[config.mk]
export PLATFORM = sky130hd
export DESIGN_NAME = http_request_token_parser
export DESIGN_NICKNAME = d
export VERILOG_FILES = /design/src/hw/rtl/hrtp_pkg.sv /design/src/hw/rtl/http_request_token_parser.sv /design/src/hw/rtl/hrtp_front.sv /design/src/hw/rtl/hrtp_queue.sv /design/src/hw/rtl/hrtp_back.sv
export SDC_FILE = /design/constraint.sdc
export NUM_CORES = 1
export LEC_CHECK = 0
export BUFFER_PORTS_ARGS = -buffer_cell sky130_fd_sc_hd__buf_4
export CAP_MARGIN = 20
export CORE_AREA = 2 2 160 162
export DETAILED_ROUTE_END_ITERATION = 10
export DIE_AREA = 0 0 162 164
export GPL_TIMING_DRIVEN = 0
export PLACE_DENSITY = 0.67
export SETUP_SLACK_MARGIN = 0.4
export SYNTH_ARGS = -nofsm -noshare
export SYNTH_HDL_FRONTEND = slang
export SYNTH_HIERARCHICAL = 1
export SYNTH_SLANG_ARGS = --single-unit
[constraint.sdc]
create_clock -name clk -period 6.71 [get_ports clk]
set_input_delay 0.671 -clock clk [delete_from_list [all_inputs] [get_ports clk]]
set_output_delay 0.671 -clock clk [all_outputs]
set_load 0.1 [all_outputs]
[src/hw/rtl/hrtp_pkg.sv]
// Package for the HTTP request token parser: phase and token codes, characters,
// register indexes and reset values, and the records passed between the parts.
// Has no dependencies.
package hrtp_pkg;

  localparam int unsigned LIMIT_W = 12;
  localparam int unsigned LEN_W   = 12;
  localparam int unsigned CFG_IDX_W = 3;

  localparam logic [2:0] PH_METHOD   = 3'd0;
  localparam logic [2:0] PH_URI      = 3'd1;
  localparam logic [2:0] PH_PROTOCOL = 3'd2;
  localparam logic [2:0] PH_NAME     = 3'd3;
  localparam logic [2:0] PH_VALUE    = 3'd4;
  localparam logic [2:0] PH_CLOSED   = 3'd5;

  localparam logic [7:0] CH_SPACE = 8'h20;
  localparam logic [7:0] CH_LF    = 8'h0A;
  localparam logic [7:0] CH_COLON = 8'h3A;
  localparam logic [7:0] CH_CR    = 8'h0D;

  localparam logic OP_BYTE    = 1'b0;
  localparam logic OP_CONNECT = 1'b1;

  localparam logic [CFG_IDX_W-1:0] REG_METHOD_LIMIT   = 3'd0;
  localparam logic [CFG_IDX_W-1:0] REG_URI_LIMIT      = 3'd1;
  localparam logic [CFG_IDX_W-1:0] REG_PROTOCOL_LIMIT = 3'd2;
  localparam logic [CFG_IDX_W-1:0] REG_NAME_LIMIT     = 3'd3;
  localparam logic [CFG_IDX_W-1:0] REG_VALUE_LIMIT    = 3'd4;

  localparam logic [LIMIT_W-1:0] RST_METHOD_LIMIT   = 12'd15;
  localparam logic [LIMIT_W-1:0] RST_URI_LIMIT      = 12'd255;
  localparam logic [LIMIT_W-1:0] RST_PROTOCOL_LIMIT = 12'd15;
  localparam logic [LIMIT_W-1:0] RST_NAME_LIMIT     = 12'd63;
  localparam logic [LIMIT_W-1:0] RST_VALUE_LIMIT    = 12'd255;

  // One queued job: an optional late CR followed by an optional main result.
  typedef struct packed {
    logic             late;
    logic [LEN_W-1:0] late_len;
    logic             main;
    logic [2:0]       kind;
    logic [7:0]       ch;
    logic             cvalid;
    logic             done;
    logic [LEN_W-1:0] len;
    logic             closed;
  } hrtp_job_t;

  typedef struct packed {
    logic [2:0]       kind;
    logic [7:0]       ch;
    logic             cvalid;
    logic             done;
    logic [LEN_W-1:0] len;
    logic             closed;
    logic             last;
  } hrtp_result_t;

endpackage

[src/hw/rtl/http_request_token_parser.sv]
// Top level of the HTTP request token parser.
// Instantiates hrtp_front, hrtp_queue and hrtp_back; depends on hrtp_pkg.
//
// Takes one received byte per beat and reports each token character with its
// token kind and running length, and one done beat per terminator. A byte is
// accepted in every cycle in which the four-entry job queue has room; each job
// leaves the output register as one beat, or two when a held CR is released
// late, so the sustained rate is one byte per cycle while out_stall is low,
// except after a late CR, where the extra beat takes an output slot. Each
// accepted byte's job passes through the queue and then the output register.
module http_request_token_parser import hrtp_pkg::*; #(
  parameter int unsigned LENGTH_BITS = 12
) (
  input  logic                 clk,
  input  logic                 rst,
  input  logic                 cfg_valid,
  output logic                 cfg_ready,
  input  logic [CFG_IDX_W-1:0] cfg_index,
  input  logic [LIMIT_W-1:0]   cfg_data,
  input  logic                 in_valid,
  output logic                 in_stall,
  input  logic                 opcode,
  input  logic [7:0]           data_byte,
  output logic                 out_valid,
  input  logic                 out_stall,
  output logic [2:0]           token_kind,
  output logic [7:0]           token_char,
  output logic                 char_valid,
  output logic                 token_done,
  output logic [LEN_W-1:0]     token_length,
  output logic                 closed,
  output logic                 last_result
);

  logic         accept;
  logic         job_valid;
  hrtp_job_t    job;
  logic         queue_full;
  logic         pop;
  logic         head_valid;
  hrtp_job_t    head_job;
  hrtp_result_t result;

  assign cfg_ready = 1'b1;
  assign in_stall  = queue_full;
  assign accept    = in_valid && !queue_full;

  hrtp_front #(
    .LENGTH_BITS(LENGTH_BITS)
  ) u_front (
    .clk       (clk),
    .rst       (rst),
    .cfg_valid (cfg_valid),
    .cfg_index (cfg_index),
    .cfg_data  (cfg_data),
    .accept    (accept),
    .opcode    (opcode),
    .data_byte (data_byte),
    .job_valid (job_valid),
    .job       (job)
  );

  hrtp_queue u_queue (
    .clk        (clk),
    .rst        (rst),
    .push       (job_valid),
    .push_job   (job),
    .full       (queue_full),
    .pop        (pop),
    .head_valid (head_valid),
    .head_job   (head_job)
  );

  hrtp_back u_back (
    .clk        (clk),
    .rst        (rst),
    .head_valid (head_valid),
    .head_job   (head_job),
    .pop        (pop),
    .out_valid  (out_valid),
    .out_stall  (out_stall),
    .result     (result)
  );

  assign token_kind   = result.kind;
  assign token_char   = result.ch;
  assign char_valid   = result.cvalid;
  assign token_done   = result.done;
  assign token_length = result.len;
  assign closed       = result.closed;
  assign last_result  = result.last;

endmodule

[src/hw/rtl/hrtp_front.sv]
// Front part of the token parser: configuration registers, parse state and the
// classification of each received byte into a job. Depends on hrtp_pkg.
module hrtp_front import hrtp_pkg::*; #(
  parameter int unsigned LENGTH_BITS = 12
) (
  input  logic                 clk,
  input  logic                 rst,
  input  logic                 cfg_valid,
  input  logic [CFG_IDX_W-1:0] cfg_index,
  input  logic [LIMIT_W-1:0]   cfg_data,
  input  logic                 accept,
  input  logic                 opcode,
  input  logic [7:0]           data_byte,
  output logic                 job_valid,
  output hrtp_job_t            job
);

  localparam int unsigned CW = (LENGTH_BITS > LIMIT_W) ? LENGTH_BITS : LIMIT_W;
  localparam int unsigned XW = (CW > LEN_W) ? CW : LEN_W;

  logic [LIMIT_W-1:0] method_limit;
  logic [LIMIT_W-1:0] uri_limit;
  logic [LIMIT_W-1:0] protocol_limit;
  logic [LIMIT_W-1:0] header_name_limit;
  logic [LIMIT_W-1:0] header_value_limit;

  logic [2:0]             phase;
  logic [2:0]             phase_next;
  logic [LENGTH_BITS-1:0] count;
  logic [LENGTH_BITS-1:0] count_next;
  logic                   cr_pending;
  logic                   cr_pending_next;

  logic [LIMIT_W-1:0]     lim;
  logic [CW-1:0]          cnt_w;
  logic [CW-1:0]          lim_w;
  logic [LENGTH_BITS-1:0] count_inc;
  logic [LENGTH_BITS-1:0] count_dec;
  logic [XW-1:0]          len_cur;
  logic [XW-1:0]          len_inc;
  logic [XW-1:0]          len_dec;
  logic [7:0]             term;
  logic                   crphase;
  logic [2:0]             phase_adv;

  always_ff @(posedge clk) begin
    if (rst) begin
      method_limit       <= RST_METHOD_LIMIT;
      uri_limit          <= RST_URI_LIMIT;
      protocol_limit     <= RST_PROTOCOL_LIMIT;
      header_name_limit  <= RST_NAME_LIMIT;
      header_value_limit <= RST_VALUE_LIMIT;
    end else if (cfg_valid) begin
      case (cfg_index)
        REG_METHOD_LIMIT:   method_limit       <= cfg_data;
        REG_URI_LIMIT:      uri_limit          <= cfg_data;
        REG_PROTOCOL_LIMIT: protocol_limit     <= cfg_data;
        REG_NAME_LIMIT:     header_name_limit  <= cfg_data;
        REG_VALUE_LIMIT:    header_value_limit <= cfg_data;
        default: ;
      endcase
    end
  end

  always_comb begin
    case (phase)
      PH_METHOD:   lim = method_limit;
      PH_URI:      lim = uri_limit;
      PH_PROTOCOL: lim = protocol_limit;
      PH_NAME:     lim = header_name_limit;
      default:     lim = header_value_limit;
    endcase
  end

  assign cnt_w     = CW'(count);
  assign lim_w     = CW'(lim);
  assign count_inc = count + 1'b1;
  assign count_dec = count - 1'b1;
  assign len_cur   = XW'(count);
  assign len_inc   = XW'(count_inc);
  assign len_dec   = XW'(count_dec);
  assign crphase   = (phase == PH_PROTOCOL) || (phase == PH_VALUE);
  assign term      = (phase == PH_METHOD || phase == PH_URI) ? CH_SPACE :
                     (phase == PH_NAME) ? CH_COLON : CH_LF;
  assign phase_adv = (phase == PH_VALUE) ? PH_NAME : phase + 3'd1;

  always_comb begin
    job             = '0;
    phase_next      = phase;
    count_next      = count;
    cr_pending_next = cr_pending;
    job.kind        = phase;
    if (opcode == OP_CONNECT) begin
      phase_next      = PH_METHOD;
      count_next      = '0;
      cr_pending_next = 1'b0;
    end else if (phase >= PH_CLOSED) begin
      job.main   = 1'b1;
      job.kind   = PH_METHOD;
      job.closed = 1'b1;
    end else if (cr_pending && data_byte == CH_LF) begin
      cr_pending_next = 1'b0;
      job.main        = 1'b1;
      job.done        = 1'b1;
      job.len         = len_dec[LEN_W-1:0];
      count_next      = '0;
      phase_next      = phase_adv;
    end else begin
      cr_pending_next = 1'b0;
      if (cr_pending) begin
        job.late     = 1'b1;
        job.late_len = len_cur[LEN_W-1:0];
      end
      if (data_byte == term) begin
        job.main   = 1'b1;
        job.done   = 1'b1;
        job.len    = len_cur[LEN_W-1:0];
        count_next = '0;
        phase_next = phase_adv;
      end else if (cnt_w >= lim_w || count == {LENGTH_BITS{1'b1}}) begin
        job.main   = 1'b1;
        job.closed = 1'b1;
        job.len    = len_cur[LEN_W-1:0];
        phase_next = PH_CLOSED;
      end else begin
        count_next = count_inc;
        if (crphase && data_byte == CH_CR) begin
          cr_pending_next = 1'b1;
        end else begin
          job.main   = 1'b1;
          job.ch     = data_byte;
          job.cvalid = 1'b1;
          job.len    = len_inc[LEN_W-1:0];
        end
      end
    end
  end

  assign job_valid = accept && (job.late || job.main);

  always_ff @(posedge clk) begin
    if (rst) begin
      phase      <= PH_METHOD;
      count      <= '0;
      cr_pending <= 1'b0;
    end else if (accept) begin
      phase      <= phase_next;
      count      <= count_next;
      cr_pending <= cr_pending_next;
    end
  end

endmodule

[src/hw/rtl/hrtp_queue.sv]
// Short job queue between the front and back parts of the token parser.
// Depends on hrtp_pkg for the job record.
module hrtp_queue import hrtp_pkg::*; (
  input  logic      clk,
  input  logic      rst,
  input  logic      push,
  input  hrtp_job_t push_job,
  output logic      full,
  input  logic      pop,
  output logic      head_valid,
  output hrtp_job_t head_job
);

  localparam int unsigned DEPTH = 4;
  localparam int unsigned PW    = $clog2(DEPTH);

  hrtp_job_t       slots [DEPTH];
  logic [PW-1:0]   wr_ptr;
  logic [PW-1:0]   rd_ptr;
  logic [PW:0]     fill;

  assign full       = (fill == (PW+1)'(DEPTH));
  assign head_valid = (fill != '0);
  assign head_job   = slots[rd_ptr];

  always_ff @(posedge clk) begin
    if (push) begin
      slots[wr_ptr] <= push_job;
    end
  end

  always_ff @(posedge clk) begin
    if (rst) begin
      wr_ptr <= '0;
      rd_ptr <= '0;
      fill   <= '0;
    end else begin
      if (push) begin
        wr_ptr <= wr_ptr + 1'b1;
      end
      if (pop) begin
        rd_ptr <= rd_ptr + 1'b1;
      end
      if (push && !pop) begin
        fill <= fill + 1'b1;
      end else if (pop && !push) begin
        fill <= fill - 1'b1;
      end
    end
  end

endmodule

[src/hw/rtl/hrtp_back.sv]
// Back part of the token parser: expands each queued job into one or two
// result beats and holds them in the output register. Depends on hrtp_pkg.
module hrtp_back import hrtp_pkg::*; (
  input  logic         clk,
  input  logic         rst,
  input  logic         head_valid,
  input  hrtp_job_t    head_job,
  output logic         pop,
  output logic         out_valid,
  input  logic         out_stall,
  output hrtp_result_t result
);

  logic         late_done;
  logic         advance;
  logic         emit_late;
  hrtp_result_t next_result;

  assign advance   = !out_valid || !out_stall;
  assign emit_late = head_job.late && !late_done;
  assign pop       = advance && head_valid && !(emit_late && head_job.main);

  always_comb begin
    if (emit_late) begin
      next_result.kind   = head_job.kind;
      next_result.ch     = CH_CR;
      next_result.cvalid = 1'b1;
      next_result.done   = 1'b0;
      next_result.len    = head_job.late_len;
      next_result.closed = 1'b0;
      next_result.last   = !head_job.main;
    end else begin
      next_result.kind   = head_job.kind;
      next_result.ch     = head_job.ch;
      next_result.cvalid = head_job.cvalid;
      next_result.done   = head_job.done;
      next_result.len    = head_job.len;
      next_result.closed = head_job.closed;
      next_result.last   = 1'b1;
    end
  end

  always_ff @(posedge clk) begin
    if (advance) begin
      result <= next_result;
    end
  end

  always_ff @(posedge clk) begin
    if (rst) begin
      out_valid <= 1'b0;
      late_done <= 1'b0;
    end else if (advance) begin
      out_valid <= head_valid;
      if (head_valid) begin
        late_done <= emit_late && head_job.main;
      end
    end
  end

endmodule
==> summary.txt, run 1 <==
Status
  • Status: finished clean

Power and ir drop
  • Cell internal pwr: 3330 uW
  • Switching part of the total power: 0.335
  • Power per cell area: 354 nW/um^2
  • Leak: 0.00494 uW
  • Clk pwr share: 0.301
  • Logic gate share of total power: 0.293
  • Sequential power share: 0.406
  • Net Switching: 1680 uW
  • Max VDD drop: 0.303 mV

Synth
  • Dominant synthesized flop cell: edfxtp_1
  • Synth Warn #: 6
  • Distinct cell type count after synthesis: 76
  • EDFF count, synth: 187
  • Post-synthesis cell area: 12,300 um^2
  • Area share of the largest cell type after synthesis: 0.456
  • Synth area leader: edfxtp_1
  • Post-synth net total: 1,010
  • #FFs+latches synth: 274
  • Top post-synthesis cells by area: edfxtp_1 46%, dfxtp_1 14%, mux4_2 7.3%
  • Async SR Flop Fraction: 0
  • Register area share after synthesis: 0.597
  • Post-synthesis average cell area: 12.9 um^2
  • Cells after Synth: 956

Detailed routing
  • Initial DRC count: 644
  • Via Count: 7,988
  • Post-route ant nets: 0
  • Remaining DRCs: 0
  • Routed wire length: 27.0 mm
  • DR pass1 iterations: 5
  • Routed vias/inst: 5.70
  • Wire per inst: 19.3 um

CTS
  • Post-cts sizing count: 0
  • Clk slew on worst S/H paths: 60 ps
  • CTS root buf: clkbuf_16
  • Max clock buf depth: 3
  • Clock Latency Late Sink: 530 ps
  • CTS Hold Bufs: 0
  • Post-CTS setup buffers: 0
  • Cts bufs inserted: 28
  • CTS HTree Levels: 1
  • CTS tree: built
  • Sink Count: 274

Cells and area
  • Syn-to-layout area delta: 15.0%
  • Non-Filler Instances: 1,401
  • Area of the multi-input gates: 4550 um^2
  • Register area: 7360 um^2
  • Fill cells: 2,070
  • Post-Route Utilization: 0.571
  • Layout cells sized above 1: 0.190
  • Ant. Diodes: 0
  • Layout net count: 1,103

GRT
  • GRT Total Usage: 0.203
  • First-pass GRT wire length: 42.7 mm
  • Largest net degree at the start of global routing: 34
  • Initial antenna violation count: 0
  • Vias in the first global route: 7,795
  • Gr ovfl total: 0

STA
  • Fmax: 178 MHz
  • RSZ-0062 raised after global routing: false
  • Worst Skew: 11.8 ps
  • Final Hold Fails: 0
  • # setup viols final: 0
  • Fin crit period: 5620 ps
  • Setup tns final: 0 ps
  • Slew Limit Fails: 0
  • Slew of the pin with the lowest slew margin: 1130 ps
  • Final worst path period share: 0.837
  • Max-slew headroom: 0.239

Placement
  • HPWL Detailed: 18.7 mm
  • DP Cell Count: 1,348
  • I/O Buffers: 56
  • Routability cong.: 0.939

Worst setup path
  • Required time of the critical path: 7150 ps
  • Max FO, Critical Path: 10
  • Startpoint class of the critical path: flip-flop
  • Type of the worst setup path: reg -> reg
  • Worst r2r path cells: 22
  • CP Capture Type: flip-flop
  • Worst path arrival time: 6060 ps

Floorplanning
  • Die Footprint: 26,600 um^2
  • Die height: 164 um
  • Ports: 59
  • Initial core utilization: 0.496
  • Die width: 162 um
  • FP Rows: 58
  • Core footprint: 24,800 um^2

Flow run
  • Max-cap viol count: 0

Worst hold path
  • Hold Path Class: in -> reg
  • WHS Path Cells: 2
metrics by stage:
step	setup slack (ps)	area (um^2)	hold slack (ps)	power, uW
after floorplan	1840	12300	433	3240
after global placement	281	13200	442	3520
after detailed placement	1100	13300	444	3550
after CTS	1020	14200	325	5060
after global routing	707	14200	334	5190
final	1090	14200	336	5010
flip-flops by register name, summed over array words and instances, names as in the netlist, named ones only:
name                        cells
u_queue/fill                    3
u_front/cr_pending              1
u_front/header_value_limit     12
u_back/late_done                1
u_front/phase                   3
u_front/uri_limit              12
u_front/header_name_limit      12
u_queue/slots                 160
u_front/protocol_limit         12
u_queue/rd_ptr                  2
u_queue/wr_ptr                  2
u_front/cnt_w                  12
u_front/method_limit           12
u_back/out_valid                1
u_back/result                  27
power by group through the flow:
stage	clock network [uW]	registers (uW)	logic (uW)
2_1_floorplan	0	2690	549
3_3_place_gp	0	2070	1450
3_5_place_dp	0	2070	1480
4_1_cts	1540	2040	1480
5_1_grt	1610	2050	1530
6_report	1510	2040	1470
logic make-up (layout without fill, tap and decap cells):
group,after synthesis,count (layout),synth area share
AOI/OAI and AO/OA,162,162,0.0880
xor gates and xnor gates,12,12,0.00853
adders and majority gates,25,25,0.0260
buffers and inverters,69,184,0.0334
DFF,274,274,0.597
muxes,60,60,0.0934
other,1,1,0.000304
and+or+nand+nor,353,353,0.153
critical path, cell delays in order (launching register included):
cell and delay (ps):
dfxtp_1 430, inv_1 110, ha_1 200, buf_2 180, o21ba_2 260, a211o_1 360
clkbuf_1 270, o211ai_1 160, o21ai_0 120, ha_1 340, nand4_1 180, nor3_1 480
or4_4 210, buf_6 130, nor3_4 80, and2_1 180, a21oi_1 430, ha_1 290
inv_1 60, fa_1 370, xor2_1 170, or3_1 300, a21oi_1 200
layer usage:
layer	track usage	wire (um)	part of all wire	up-vias
met5	0	0	0	-
met4	0.0479	506	0.019	0
met3	0.0230	1410	0.052	40
met2	0.353	13300	0.49	257
met1	0.276	11800	0.44	3879
li1	-	-	-	3812
final timing paths:
path	slack, ps	end	from
min reg2reg	450	u_front/header_value_limit[10]	u_front/header_value_limit[10]
max	1090	u_queue/fill[2]	u_front/phase[0]
max reg2reg	1090	u_queue/fill[2]	u_front/phase[0]
min	340	u_back/out_valid	rst
layout by cell type (no fill, tap or decap), types with 8 or more instances in the layout:
master,synthesis,routed
a211o_1,9,9
a21oi_1,54,54
a222oi_1,12,12
a31oi_1,8,8
and2_1,31,27
buf_12,4,8
buf_4,2,59
clkbuf_1,35,40
clkbuf_16,0,29
clkinv_1,0,8
dfxtp_1,87,87
edfxtp_1,187,187
ha_1,24,24
inv_1,12,12
mux2_4,9,9
mux2i_1,8,8
mux4_2,40,40
nand2_1,130,130
nand2b_1,12,12
nand3_1,26,26
nand3b_1,24,24
nor2_1,44,44
nor2b_1,11,11
nor3_1,19,19
o211ai_1,19,19
o21ai_0,27,27
final cells by class:
type	instances	area share
plain buffers	57	0.0259
clock buffers	36	0.0545
clock inverters	16	0.00865
inverters	12	0.00318
multi-input cells	613	0.321
flip-flops and latches	274	0.519
well taps	330	0.0291
repair buffers	63	0.0381
synthesized netlist by cell type (all sizes together), types with 3 or more instances:
cell	number
mux2i	8
and2	33
buf	20
nor2	44
nand4	6
nor3	20
nor2b	12
mux2	12
edfxtp	187
nand3b	24
and3	7
dfxtp	87
o211ai	19
a21boi	4
a222oi	12
mux4	40
ha	24
o221ai	3
nand2b	13
nor4	11
a211o	9
o21ai	27
xnor2	5
a21oi	55
nand2	131
nand3	29
a31oi	8
xor2	7
o32ai	5
inv	12
a311oi	4
or3	7
or4	3
clkbuf	37
(Power assumes the default switching activity.)
==> inputs of run 2 (changes only) <==
--- a/config.mk
+++ b/config.mk
@@ -5,11 +5,12 @@
 export SDC_FILE = /design/constraint.sdc
 export NUM_CORES = 1
 export LEC_CHECK = 0
+export ABC_AREA = 1
 export BUFFER_PORTS_ARGS = -buffer_cell sky130_fd_sc_hd__buf_4
 export CAP_MARGIN = 20
-export CORE_AREA = 2 2 160 162
+export CORE_AREA = 2 2 161 163
 export DETAILED_ROUTE_END_ITERATION = 10
-export DIE_AREA = 0 0 162 164
+export DIE_AREA = 0 0 163 165
 export GPL_TIMING_DRIVEN = 0
 export PLACE_DENSITY = 0.67
 export SETUP_SLACK_MARGIN = 0.4
==> constraint.sdc (replaced) <==
create_clock -name clk -period 5.4 [get_ports clk]
set_input_delay 0.54 -clock clk [delete_from_list [all_inputs] [get_ports clk]]
set_output_delay 0.54 -clock clk [all_outputs]
set_load 0.1 [all_outputs]
==> run 2 against run 1 <==
  * Via count increased by 18%
  * Sequential share of layout area fell by 0.62 points
  * Worst hold slack got worse by 110 ps
  * Critical endpoint is now u_queue/fill[1]
  * Global-route usage grew 1.8 points
  * Non-clock buffer count is 5 higher
  * Largest cell class unchanged
  * Largest power group is now combinational logic
  * Critical path type unchanged
==> summary.txt, run 2 <==
Synth
  • Cells after Synth: 1,306
  • #FFs+latches synth: 274
  • Async SR Flop Fraction: 0
  • Area share of the largest cell type after synthesis: 0.451
  • EDFF count, synth: 187
  • Post-synthesis cell area: 12,400 um^2
  • Most frequent cell after synthesis: nor2_1
  • Synth Warn #: 6
  • Distinct cell type count after synthesis: 45
  • Commonest cells post-synth: 244 x nor2_1, 236 x nand2_1, 187 x edfxtp_1
  • Dominant synthesized flop cell: edfxtp_1
  • Synth area leader: edfxtp_1
  • Register area share after synthesis: 0.591
  • Top post-synthesis cells by area: edfxtp_1 45%, dfxtp_1 14%, nor2_1 7.4%
  • Post-synthesis average cell area: 9.53 um^2
  • Post-synth net total: 1,360

GRT
  • Met1 usage: 0.282
  • GRT Total Usage: 0.221
  • Initial antenna violation count: 0
  • Global routing usage on met2: 0.391
  • Grt met3 use: 0.0306
  • Gr ovfl total: 0
  • Largest net degree at the start of global routing: 38
  • First-pass GRT wire length: 46.3 mm
  • GR peak layer: met2
  • Vias in the first global route: 8,714

CTS
  • Sink Count: 274
  • Clock Latency Late Sink: 560 ps
  • Clk slew on worst S/H paths: 60 ps
  • Cts bufs inserted: 29
  • CTS HTree Levels: 1
  • CTS tree: built
  • Post-cts sizing count: 0
  • Max clock buf depth: 3
  • CTS Hold Bufs: 0
  • CTS root buf: clkbuf_16
  • Post-CTS setup buffers: 0

STA
  • RSZ-0062 raised after global routing: false
  • Worst Skew: 23.3 ps
  • Slew of the pin with the lowest slew margin: 681 ps
  • Setup tns final: 0 ps
  • Fmax: 218 MHz
  • Slew Limit Fails: 0
  • Fin crit period: 4600 ps
  • Max-slew headroom: 0.546
  • Final worst path period share: 0.851
  • # setup viols final: 0
  • Final Hold Fails: 0

Worst setup path
  • Required time of the critical path: 5840 ps
  • Crit path top cell by count: nand2_1
  • RR Startpoint: u_front/phase[0]
  • R2R setup slack: 800 ps
  • Max stage delay on crit path: 450 ps
  • R2r endpoint: u_queue/fill[1]
  • CP Capture Type: flip-flop
  • CP max-delay cell: dfxtp_1
  • Startpoint class of the critical path: flip-flop
  • Max FO, Critical Path: 10
  • Type of the worst setup path: reg -> reg
  • Worst path arrival time: 5040 ps
  • Worst r2r path cells: 27

Worst hold path
  • Hold Path Class: in -> reg
  • Hold path start: rst
  • WHS Path Cells: 2
  • Hold path endpoint: u_back/out_valid

Power and ir drop
  • Total power: 8220 uW
  • Power per cell area: 573 nW/um^2
  • Max VDD drop: 0.406 mV
  • Leak: 0.00593 uW

Cells and area
  • Fill cells: 2,163
  • Ant. Diodes: 0
  • Most frequent cells in the layout: 244 x nor2_1, 236 x nand2_1, 187 x edfxtp_1, 103 x o21ai_0, 95 x inv_1
  • Register area: 7360 um^2
  • Syn-to-layout area delta: 15.2%
  • Top reg by flops: u_queue/slots
  • Area of the multi-input gates: 4220 um^2
  • Max reg flops: 160
  • Non-Filler Instances: 1,750
  • Post-Route Utilization: 0.573
  • Layout net count: 1,453
  • Layout cells sized above 1: 0.127
  • Biggest regs: u_queue/slots: 160 flops, u_back/result: 27 flops
  • Most common cell after layout, fill and taps aside: nor2_1

Placement
  • DP Cell Count: 1,698
  • Routability cong.: 0.875
  • I/O Buffers: 57
  • HPWL Detailed: 20.1 mm

Floorplanning
  • Ports: 59
  • Die Footprint: 26,900 um^2
  • Die height: 165 um
  • Core footprint: 25,000 um^2
  • FP Rows: 58
  • Initial core utilization: 0.497
  • Die width: 163 um

Detailed routing
  • Post-route ant nets: 0
  • Routed vias/inst: 5.38
  • Wire per inst: 17.1 um
  • Initial DRC count: 785
  • Routed wire length: 29.8 mm
  • DR pass1 iterations: 5
  • Via Count: 9,418
  • Remaining DRCs: 0

Flow run
  • Max-cap viol count: 0

Status
  • Status: finished clean
==> run 2: cell types whose count changed after synthesis, sizes merged, moves of 30 or more <==
cell,change
o21ai,+122
nand3,+30
and2,-32
mux4,-40
nor2,+204
o22ai,+39
nand2,+110
inv,+97
==> run 2: critical path: cells and delay by family, from the launching register on <==
family                     cells  cell delay [ps]
and+or+nand+nor               14             1360
adders and majority gates      4             1080
buffers and inverters          6              810
AOI/OAI and AO/OA              3              790
DFF                            1              450
==> run 2: worst max path at each step <==
stage	startpoint	to	slack, ps
2_1_floorplan	u_front/phase[2]	u_queue/slots[0][0]	1360
3_3_place_gp	u_front/phase[2]	u_queue/slots[3][22]	-250
3_5_place_dp	u_front/phase[2]	u_queue/fill[1]	490
4_1_cts	u_front/phase[2]	u_queue/fill[1]	450
5_1_grt	u_front/phase[1]	u_queue/fill[1]	410
6_report	u_front/phase[0]	u_queue/fill[1]	800
==> run 2: cell type report <==
| class | instances | area share |
|---|---|---|
| Sequential cell | 274 | 0.513 |
| Timing Repair Buffer | 62 | 0.0379 |
| Clock buffer | 45 | 0.0590 |
| Clock inverter | 7 | 0.00567 |
| Inverter | 109 | 0.0294 |
| Multi-Input combinational cell | 860 | 0.294 |
| Buffer | 63 | 0.0320 |
| Tap cell | 330 | 0.0288 |
==> run 2: where the power goes <==
group          total (uW)  internal (uW)  leakage (uW)  switching (uW)
combinational        3510           1020       0.00298            2490
clock                1910           1120      0.000453             788
sequential           2790           2650       0.00250             147
==> run 2: routing by layer <==
metal,part of all wire,wire length [um]
met5,0,0
met1,0.42,12500
met2,0.49,14700
met4,0.025,741
met3,0.064,1910
==> run 2: kinds of logic after synthesis <==
group,Yosys count,synth area share
simple gates,576,0.192
flops,274,0.591
compound gates,246,0.112
buf+inv,172,0.0705
fa+ha+maj,25,0.0257
xor+xnor,12,0.00844
other cells,1,0.000301
==> run 2: stage by stage <==
step                setup WS [ps]  hold WS (ps)  area (um^2)
finish                        803           228        14300
global route                  411           218        14300
CTS                           454           211        14300
detailed placement            493           432        13400
global placement             -252           430        13300
floorplan                    1360           412        12400
==> inputs of run 3 (changes only) <==
--- a/config.mk
+++ b/config.mk
@@ -8,11 +8,12 @@
 export ABC_AREA = 1
 export BUFFER_PORTS_ARGS = -buffer_cell sky130_fd_sc_hd__buf_4
 export CAP_MARGIN = 20
-export CORE_AREA = 2 2 161 163
+export CORE_AREA = 2 2 157 159
 export DETAILED_ROUTE_END_ITERATION = 10
-export DIE_AREA = 0 0 163 165
+export DIE_AREA = 0 0 159 161
 export GPL_TIMING_DRIVEN = 0
-export PLACE_DENSITY = 0.67
+export HOLD_SLACK_MARGIN = 0.15
+export PLACE_DENSITY = 0.69
 export SETUP_SLACK_MARGIN = 0.4
 export SYNTH_ARGS = -nofsm -noshare
 export SYNTH_HDL_FRONTEND = slang
==> run 3 against run 2 <==
  * First-iteration DRC count grew 5.9%
  * Critical path type unchanged
  * Combinational power is essentially flat
  * Worst hold slack gained 2.3 ps
  * Sequential share of layout area shrank 0.34 points
  * Routed wire length shrank 0.34%
  * Largest power group unchanged
  * Clock skew shrank 6.7 ps
==> summary.txt, run 3 (synthesis results as in run 2) <==
Placement
  • HPWL Detailed: 20.0 mm
  • Routability cong.: 0.922
  • DP Cell Count: 1,692
  • Dpl ws: 453 ps
  • I/O Buffers: 57

Flow run
  • Max-cap viol count: 0

Worst setup path
  • Worst r2r path cells: 28
  • Crit path top cell by count: nand2_1
  • Required time of the critical path: 5840 ps
  • Max stage delay on crit path: 410 ps
  • Max FO, Critical Path: 10
  • R2r endpoint: u_queue/fill[1]
  • CP max-delay cell: dfxtp_1
  • Worst path arrival time: 5040 ps
  • Type of the worst setup path: reg -> reg
  • CP Capture Type: flip-flop
  • Startpoint class of the critical path: flip-flop
  • R2R setup slack: 800 ps
  • RR Startpoint: u_front/phase[2]

CTS
  • CTS HTree Levels: 1
  • Clock Latency Late Sink: 560 ps
  • CTS tree: built
  • Sink Count: 274
  • CTS root buf: clkbuf_16
  • Max clock buf depth: 3
  • Cts bufs inserted: 29
  • Clk slew on worst S/H paths: 60 ps
  • CTS Hold Bufs: 0

Power and ir drop
  • Max VDD drop: 0.368 mV
  • Net Switching: 3470 uW
  • Switching part of the total power: 0.412
  • Logic gate share of total power: 0.417
  • Leak: 0.00598 uW
  • Sequential power share: 0.331
  • Cell internal pwr: 4950 uW
  • Power per cell area: 584 nW/um^2
  • Clk pwr share: 0.251

STA
  • # setup viols final: 0
  • Slew of the pin with the lowest slew margin: 695 ps
  • Final worst path period share: 0.852
  • RSZ-0062 raised after global routing: false
  • Final Hold Fails: 0
  • Final setup margin: 801 ps
  • Worst Skew: 16.6 ps
  • Fmax: 217 MHz
  • Fin crit period: 4600 ps
  • Slew Limit Fails: 0
  • Max-slew headroom: 0.534

GRT
  • Gr ovfl total: 0
  • GRT Total Usage: 0.231
  • Initial antenna violation count: 0
  • Largest net degree at the start of global routing: 39
  • Vias in the first global route: 8,998
  • First-pass GRT wire length: 47.2 mm

Cells and area
  • Syn-to-layout area delta: 16.0%
  • Top reg by flops: u_queue/slots
  • Non-Filler Instances: 1,746
  • Most common cell after layout, fill and taps aside: nor2_1
  • Max reg flops: 160
  • Post-Route Utilization: 0.602
  • Layout net count: 1,453
  • Ant. Diodes: 0
  • Layout cells sized above 1: 0.132
  • Biggest regs: u_queue/slots: 160 flops, u_back/result: 27 flops
  • Most frequent cells in the layout: 244 x nor2_1, 236 x nand2_1, 187 x edfxtp_1, 103 x o21ai_0, 95 x inv_1

Detailed routing
  • DR pass1 iterations: 5
  • Post-route ant nets: 0
  • Routed wire length: 29.7 mm
  • Wire per inst: 17.0 um
  • Routed vias/inst: 5.36
  • Via Count: 9,363
  • Initial DRC count: 831
  • Remaining DRCs: 0

Floorplanning
  • Initial core utilization: 0.519
  • Die Footprint: 25,600 um^2
  • Die height: 161 um
  • Die width: 159 um
  • Ports: 59
  • FP Rows: 57
  • Core footprint: 24,000 um^2

Worst hold path
  • Hold path start: rst
  • Hold path endpoint: u_front/cr_pending
  • WHS Path Cells: 2
  • Hold Path Class: in -> reg

Status
  • Status: finished clean
-- run 3: cell count changes in the layout (fill, tap and decap cells not counted), moves of 3 or more --
cell,delta
clkbuf_1,-8
bufinv_16,+4
clkinv_2,+4
clkbuf_8,-4
clkinvlp_4,+3
-- run 3: per-stage QoR --
stage	hold slack [ps]	area (um^2)	power, uW	TNS (ps)
2_1_floorplan	412	12400	5420	0
3_3_place_gp	431	13300	6270	-21260
3_5_place_dp	439	13400	6330	0
4_1_cts	211	14400	8450	0
5_1_grt	227	14400	8870	0
6_report	230	14400	8430	0
-- run 3: what timing repair did --
action	in CTS	in global routing
endpoints found under the setup margin	0	33
buffers inserted	0	0
gates resized for setup	0	7
endpoints found under the hold margin	0	0
-- run 3: area by class of cell --
type                       instances  area, um^2
timing repair buffer              62         536
inverter                         109         422
fill                            2072        9530
clock buffer                      34         786
buffer                            63         459
tap                              324         405
multi-input combinational        860        4220
sequential                       274        7360
clock inverter                    20         254
-- run 3: critical path: cells and delay by family (launching register included) --
kind            cells  cell delay, ps
compound gates      1             180
buf+inv             7             980
flops               1             410
simple gates       16            1650
fa+ha+maj           4            1290
-- run 3: power by group through the flow --
stage | combinational, uW | sequential (uW) | clock (uW)
floorplan | 1870 | 3550 | 0
global placement | 3440 | 2830 | 0
detailed placement | 3490 | 2830 | 0
CTS | 3510 | 2790 | 2150
global route | 3820 | 2820 | 2230
finish | 3520 | 2790 | 2120
-- run 3: how the worst max path moves through the flow --
stage / startpoint / to / slack (ps) / cells after the start
floorplan: u_front/phase[2] / u_queue/slots[0][0] / 1360 / 25
global placement: u_front/phase[2] / u_queue/slots[3][15] / -190 / 25
detailed placement: u_front/phase[2] / u_queue/fill[1] / 450 / 26
CTS: u_front/phase[2] / u_queue/fill[1] / 430 / 28
global route: u_front/phase[2] / u_queue/fill[1] / 440 / 26
finish: u_front/phase[2] / u_queue/fill[1] / 800 / 28
-- run 3: per-layer routing --
layer | routed length (um) | GRT usage | vias to the layer above
met5 | 0 | 0 | -
met3 | 1700 | 0.0303 | 64
met1 | 12600 | 0.299 | 4391
li1 | - | - | 4617
met2 | 14500 | 0.402 | 291
met4 | 929 | 0.0798 | 0
